==> config.mk <==
export PLATFORM = sky130hd
export DESIGN_NAME = olt_front_flat
export DESIGN_NICKNAME = d
export VERILOG_FILES = /design/src/design/olt_pkg.sv /design/src/design/olt_if.sv /design/src/design/olt_front.sv /design/src/flat_wrapper.sv
export SDC_FILE = /design/constraint.sdc
export NUM_CORES = 1
export LEC_CHECK = 0
export BUFFER_PORTS_ARGS = -buffer_cell sky130_fd_sc_hd__buf_2
export CAP_MARGIN = 20
export CORE_MARGIN = 2
export CORE_UTILIZATION = 45
export DETAILED_ROUTE_END_ITERATION = 10
export PLACE_DENSITY = 0.84
export SYNTH_ARGS = -nofsm -noshare
export SYNTH_HDL_FRONTEND = slang
export SYNTH_SLANG_ARGS = --single-unit
==> constraint.sdc <==
create_clock -name clk -period 4.4 [get_ports clk]
set_input_delay 0.66 -clock clk [delete_from_list [all_inputs] [get_ports clk]]
set_output_delay 0.66 -clock clk [all_outputs]
set_load 0.1 [all_outputs]
==> src/design/olt_pkg.sv <==
package olt_pkg;

    localparam logic [1:0] OP_OCCUPY = 2'd0;
    localparam logic [1:0] OP_UNLOCK = 2'd1;
    localparam logic [1:0] OP_ABORT_DONE = 2'd2;
    localparam logic [1:0] OP_RESERVED = 2'd3;

    localparam logic [1:0] ST_OK = 2'd0;
    localparam logic [1:0] ST_DENIED = 2'd1;
    localparam logic [1:0] ST_FULL = 2'd2;
    localparam logic [1:0] ST_ABSENT = 2'd3;

    localparam int ID_BITS = 32;
    localparam int DYN_BITS = 8;
    localparam int IN_KEY_BITS = 32;

endpackage

==> src/design/olt_if.sv <==
interface olt_req_if;
    logic                             valid;
    logic                             ready;
    logic [1:0]                       opcode;
    logic [olt_pkg::IN_KEY_BITS-1:0]  lock_key;
    logic [olt_pkg::ID_BITS-1:0]      requester_id;
    logic [olt_pkg::DYN_BITS-1:0]     requester_dyn_id;

    modport source (output valid, opcode, lock_key, requester_id, requester_dyn_id,
                    input ready);
    modport sink (input valid, opcode, lock_key, requester_id, requester_dyn_id,
                  output ready);
endinterface


==> src/design/olt_front.sv <==
module olt_front #(
    parameter int KEY_BITS = 32
) (
    input  logic                          clk,
    input  logic                          rst_n,
    olt_req_if.sink                       req,
    input  logic                          clearing,
    output logic                          q_valid,
    input  logic                          q_pop,
    output logic [1:0]                    q_op,
    output logic [KEY_BITS-1:0]           q_key,
    output logic [olt_pkg::ID_BITS-1:0]   q_id,
    output logic [olt_pkg::DYN_BITS-1:0]  q_dyn
);

    typedef struct packed {
        logic [1:0]                   op;
        logic [KEY_BITS-1:0]          key;
        logic [olt_pkg::ID_BITS-1:0]  id;
        logic [olt_pkg::DYN_BITS-1:0] dyn;
    } word_t;

    word_t      slot_reg [2];
    logic       wr_ptr_reg, rd_ptr_reg;
    logic [1:0] cnt_reg;
    logic       push;
    word_t      in_word;

    assign req.ready = (cnt_reg != 2'd2) && !clearing;
    assign push = req.valid && req.ready;
    assign q_valid = (cnt_reg != 2'd0);

    always_comb
    begin
        in_word.op = req.opcode;
        in_word.key = KEY_BITS'(req.lock_key);
        in_word.id = req.requester_id;
        in_word.dyn = req.requester_dyn_id;
    end

    assign q_op = slot_reg[rd_ptr_reg].op;
    assign q_key = slot_reg[rd_ptr_reg].key;
    assign q_id = slot_reg[rd_ptr_reg].id;
    assign q_dyn = slot_reg[rd_ptr_reg].dyn;

    always_ff @(posedge clk)
    begin
        if (push)
        begin
            slot_reg[wr_ptr_reg] <= in_word;
        end
    end

    always_ff @(posedge clk or negedge rst_n)
    begin
        if (!rst_n)
        begin
            wr_ptr_reg <= 1'b0;
            rd_ptr_reg <= 1'b0;
            cnt_reg <= 2'd0;
        end
        else
        begin
            if (push)
            begin
                wr_ptr_reg <= ~wr_ptr_reg;
            end
            if (q_pop)
            begin
                rd_ptr_reg <= ~rd_ptr_reg;
            end
            cnt_reg <= cnt_reg + 2'(push) - 2'(q_pop);
        end
    end

endmodule

==> src/flat_wrapper.sv <==
// flat-port wrapper written by rule: the top's interface ports become plain ports
module olt_front_flat 
#(
    parameter int KEY_BITS = 32
)
  (clk, rst_n, clearing, q_valid, q_pop, q_op, q_key, q_id, q_dyn, req_valid, req_opcode, req_lock_key, req_requester_id, req_requester_dyn_id, req_ready);
  olt_req_if req_i ();
  input  logic clk;
  input  logic rst_n;
  input  logic clearing;
  output logic q_valid;
  input  logic q_pop;
  output logic [1:0] q_op;
  output logic [KEY_BITS-1:0] q_key;
  output logic [olt_pkg::ID_BITS-1:0] q_id;
  output logic [olt_pkg::DYN_BITS-1:0] q_dyn;
  input wire logic [$bits(req_i.valid)-1:0] req_valid;
  input wire logic [$bits(req_i.opcode)-1:0] req_opcode;
  input wire logic [$bits(req_i.lock_key)-1:0] req_lock_key;
  input wire logic [$bits(req_i.requester_id)-1:0] req_requester_id;
  input wire logic [$bits(req_i.requester_dyn_id)-1:0] req_requester_dyn_id;
  output wire logic [$bits(req_i.ready)-1:0] req_ready;
  assign req_i.valid = req_valid;
  assign req_i.opcode = req_opcode;
  assign req_i.lock_key = req_lock_key;
  assign req_i.requester_id = req_requester_id;
  assign req_i.requester_dyn_id = req_requester_dyn_id;
  assign req_ready = req_i.ready;
  olt_front #(.KEY_BITS(KEY_BITS)) u_core (.clk(clk), .rst_n(rst_n), .req(req_i), .clearing(clearing), .q_valid(q_valid), .q_pop(q_pop), .q_op(q_op), .q_key(q_key), .q_id(q_id), .q_dyn(q_dyn));
endmodule
==> impl_metrics.ini, run 1 <==
[final_layout]
final_common_cell = buf_2
final_cell_mix = buf_2, edfxtp_1, mux2_4
drive_gt1_share_pct = 60.8
largest_reg_flops = 148
area_growth_pct = 26.7
fillers = 964
fin_cells = 603
nNetsFinal = 499
antennaDiodeCount = 0

[global_route]
grt_pass1_vias = 2897
grt_pass1_wl_mm = 14.1
antenna_found_initial = 0
grt_usage_pct = 14.4
grt_overflow = 0
grt_max_degree = 75

[route]
drtPass1Iterations = 4
num_vias = 2835
routed_wl_mm = 9.60
initialDrtViolationCount = 135
drc = 0
ant_nets = 0
wire_per_inst_um = 15.9
viasPerCell = 4.70

[worst_setup_path]
crit_fanout = 35
rr_startpoint = u_core.cnt_reg[1]
cp-end-kind = output port
cp-startpoint = u_core.rd_ptr_reg
r2r-end = u_core.slot_reg[1][35]
start_kind = register
rrSetupSlack_ps = 2570
reg2regPathDepth = 2
path_class = register to output port
critPathArrivalTime_ps = 2410
worstPathRequired_ps = 3740

[clocking]
hold_buffers = 0
clock_path_buffers = 2
cts_tree = built
postCtsSetupBuffers = 0
clk_pin_slew_ps = 60
cts_resized = 0
clkLatencyLatePin_ps = 410
numCtsBuffers = 17
clkSinkCount = 152
h-tree-depth = 4
cts-root-buf = clkbuf_16

[yosys]
synth_top_area_share_pct = 77.3
synth_nets = 331
seq_area_frac_synth_pct = 79.0
netlist-cell-type-count = 17
yosys_warnings = 0
yosys.area.top_type = edfxtp_1
synth-seq-cells = 152
synth_area_um2 = 5750
syn_avg_cell_area_um2 = 23.0
postSynthCellCount = 250
ys_top_cells_by_area = edfxtp_1, mux2_4, mux2_2, dfrtp_1, buf_6

[floorplanning]
die_h_um = 117
core_um2 = 12600
ioPinCount = 155
rows = 41
initial_utilization_pct = 45.8
die_x_um = 117
dieArea_um2 = 13700

[sta]
setup_viol = 0
fin_tns_setup_ps = 0
min_period_ps = 3070
finClkSkew_ps = 4.55
slew_headroom_pct = 31.9
worst_pin_slew_ps = 1020
fmaxAchievable_mhz = 325
fin_crit_sh_pct = 69.9
slew_violations = 0
hold_viol_final = 0
rsz0062_at_grt = false

[placed_design]
io_buffers = 154
gp_congestion = 0.770
dp_cells = 570
dp_hpwl_mm = 6.05

[run_status]
status = finished clean

[worst_hold_path]
hold_path_class = input port to asynchronous set/reset pin

[run]
drv_cap = 0
worst max-delay path: stages (launching register included):
cell and delay (ps):
dfrtp_4 780, buf_12 320, buf_4 270, mux2_4 320, buf_2 290
cells by family after synthesis:
logic type	share of synthesized area (%)
flops	79.0
mux	17.8
buf+inv	1.54
simple gates	0.566
xor+xnor	0.609
fa+ha+maj	0.435
compound gates	0.0869
cells in the mapped netlist:
cell type / instances
nand2b_1: 1
nor2_1: 1
xnor2_1: 3
dfrtp_1: 4
ha_1: 2
nand2_1: 1
and3_1: 1
mux2_2: 24
buf_6: 6
edfxtp_1: 148
mux2_4: 50
a21oi_1: 1
buf_2: 2
nor2b_1: 1
xor2_1: 1
or2_2: 1
inv_1: 3
metrics by stage:
step / instance area [um^2] / setup slack (ps) / hold WS, ps / util (%)
finish: 7290 / 1330 / 40.6 / 58.0
global placement: 6700 / 1590 / 471 / 53.3
detailed placement: 6700 / 1570 / 473 / 53.3
floorplan: 5750 / 1140 / 364 / -
global route: 7290 / 1210 / 14.8 / 58.0
CTS: 7270 / 1100 / 19.1 / 57.8
metal layers:
metal | part of all wire (%) | global-route usage (%) | vias to the layer above
met5 | 0 | 0 | -
met2 | 51 | 23.9 | 113
met1 | 40 | 15.6 | 1387
li1 | - | - | 1318
met3 | 7.6 | 6.64 | 17
met4 | 1.4 | 6.98 | 0
final cells by class:
class	count	area [um^2]	share of cell area, %
Timing Repair Buffer	157	818	11.2
Multi-Input combinational cell	87	1130	15.5
Tap cell	172	215	2.95
Clock buffer	20	437	5.99
Sequential cell	152	4550	62.4
Clock inverter	12	129	1.77
Inverter	3	11.3	0.154
worst max-delay path by stage:
| stage | to | slack, ps |
|---|---|---|
| global route | q_id[14] | 1210 |
| CTS | q_id[14] | 1100 |
| floorplan | u_core.slot_reg[0][0] | 1140 |
| detailed placement | q_id[11] | 1570 |
| global placement | q_id[11] | 1590 |
| finish | q_id[14] | 1330 |
Power of run 1 is not shown: default switching activity piles up to over one toggle a cycle in this logic, so the estimate is an artifact.
==> run 2, diff against run 1 <==
- ABC_AREA: default -> 1
- PLACE_DENSITY: 0.84 -> 0.81
- clock period: 4.4 -> 2.9 ns (I/O delays scaled with it)
==> impl_metrics.ini, run 2 <==
[floorplanning]
initial_utilization_pct = 45.7
rows = 41
dieArea_um2 = 13600
die_x_um = 117
die_h_um = 117
ioPinCount = 155
core_um2 = 12500

[sta]
fmaxAchievable_mhz = 386
finClkSkew_ps = 5.35
slew_violations = 0
hold_viol_final = 0
worst_pin_slew_ps = 667
slew_headroom_pct = 55.5
fin_crit_sh_pct = 89.2
rsz0062_at_grt = false
min_period_ps = 2590
setup_viol = 0

[global_route]
grt_max_degree = 50
grt_pass1_vias = 3388
grt_overflow = 0
grt_usage_pct = 15.7
antenna_found_initial = 1
grt_pass1_wl_mm = 15.5

[final_layout]
largest_reg_flops = 148
nNetsFinal = 661
area_growth_pct = 29.0
fin_cells = 766
fillers = 992
final_common_cell = buf_2
drive_gt1_share_pct = 32.4
final_cell_mix = buf_2, edfxtp_1, nand2_1

[yosys]
synth-seq-cells = 152
seq_area_frac_synth_pct = 79.8
yosys-top-cells-count = edfxtp_1, inv_1, nand2_1, o21ai_0, buf_4
ys_top_cells_by_area = edfxtp_1, o21ai_0, inv_1, nand2_1, dfrtp_1
synth_ff_type = edfxtp_1
postSynthCellCount = 416
netlist-cell-type-count = 14
yosys.area.top_type = edfxtp_1
synth_area_um2 = 5700
yosys_warnings = 0
synth_edf_count = 148
synth_nets = 497
synth_most_common_cell = edfxtp_1
synthArstFlopShare_pct = 2.63
syn_avg_cell_area_um2 = 13.7
synth_top_area_share_pct = 78.0

[route]
initialDrtViolationCount = 183
viasPerCell = 4.60
num_vias = 3520
drtPass1Iterations = 4
wire_per_inst_um = 13.5
routed_wl_mm = 10.3
ant_nets = 0
drc = 0

[clocking]
clkLatencyLatePin_ps = 410
cts-root-buf = clkbuf_16
cts_tree = built
cts_resized = 0
clk_pin_slew_ps = 60
h-tree-depth = 4
numCtsBuffers = 17
clock_path_buffers = 2
clkSinkCount = 152

[worst_setup_path]
critical-path-top-delay-family = buffers and inverters
start_kind = register
critPathMaxStageDelay_ps = 730
crit_chain = buf_4, nand2_1, o21ai_0, buf_2
worstPathRequired_ps = 2470
rr_startpoint = u_core.cnt_reg[0]
path_class = register to output port
slowest_stage = dfrtp_4
cp-end-kind = output port
path_buf_inv = 2
crit_fanout = 49
critPathArrivalTime_ps = 2150
cp-startpoint = u_core.rd_ptr_reg

[run_status]
status = finished clean

[worst_hold_path]
hold_path_class = input port to register
worstHoldStart = req_requester_dyn_id[2]

[placed_design]
dp_hpwl_mm = 6.95
dp_cells = 732
gp_congestion = 0.733
io_buffers = 154

[run]
drv_cap = 0
## run 2: area by class of cell
cell class                      count  area (um^2)  share of cell area (%)
Tap cell                          172          215                    2.93
Timing Repair Buffer              161          851                    11.6
Clock inverter                      9          195                    2.66
Antenna cell                        1         2.50                  0.0340
Inverter                           83          313                    4.26
Clock buffer                       23          478                    6.50
Sequential cell                   152         4550                    61.9
Multi-Input combinational cell    165          748                    10.2
## run 2: kinds of logic (layout without fill, tap and decap cells)
| family | Yosys count | after routing | share of synthesized area (%) |
|---|---|---|---|
| and+or+nand+nor | 87 | 87 | 5.82 |
| buffers and inverters | 99 | 276 | 7.25 |
| adders and majority gates | 2 | 2 | 0.439 |
| other | 0 | 1 | 0 |
| AOI/OAI and AO/OA | 75 | 75 | 6.59 |
| xor gates and xnor gates | 1 | 1 | 0.154 |
| DFF | 152 | 152 | 79.8 |
## run 2: routing by layer
| metal | global-route usage, % | wire, um | share of wire (%) | up-vias |
|---|---|---|---|---|
| met5 | 0 | 0 | 0 | - |
| met4 | 9.13 | 273 | 2.6 | 0 |
| met3 | 4.77 | 596 | 5.8 | 24 |
| met2 | 26.3 | 5360 | 52 | 113 |
| met1 | 18.0 | 4120 | 40 | 1652 |
| li1 | - | - | - | 1731 |
## run 2: what timing repair did
| action | in CTS | in global routing |
|---|---|---|
| hold endpoints to repair | 4 | 0 |
| setup buffers | 0 | 0 |
| hold buffers | 1 | 0 |
## run 2: worst paths after layout
path	endpoint	slack, ps	cells after the start
max	q_key[7]	310	4
min	u_core.slot_reg[0][2]	210	1
max reg2reg	u_core.slot_reg[0][10]	1090	5
min reg2reg	u_core.wr_ptr_reg	480	2
max in group asynchronous	u_core.rd_ptr_reg	2390	2
min in group asynchronous	u_core.cnt_reg[0]	360	2
## run 2: worst reg2reg max path, stage by stage, from the launching register on
cell and delay [ps]:
dfrtp_1 360, inv_1 110, nand2_1 80, nand4_1 110, clkinv_2 430, buf_12 400
## run 2: through the flow
stage / TNS [ps] / setup slack (ps) / area (um^2) / utilization, % / hold slack, ps
2_1_floorplan: -13120 / -364 / 5710 / - / 139
3_3_place_gp: 0 / 798 / 6670 / 53.5 / 244
3_5_place_dp: 0 / 718 / 6670 / 53.5 / 253
4_1_cts: 0 / 264 / 7350 / 58.9 / 185
5_1_grt: 0 / 171 / 7350 / 59.0 / 188
6_report: 0 / 312 / 7350 / 59.0 / 210
Power of run 2 is left out for the same reason.
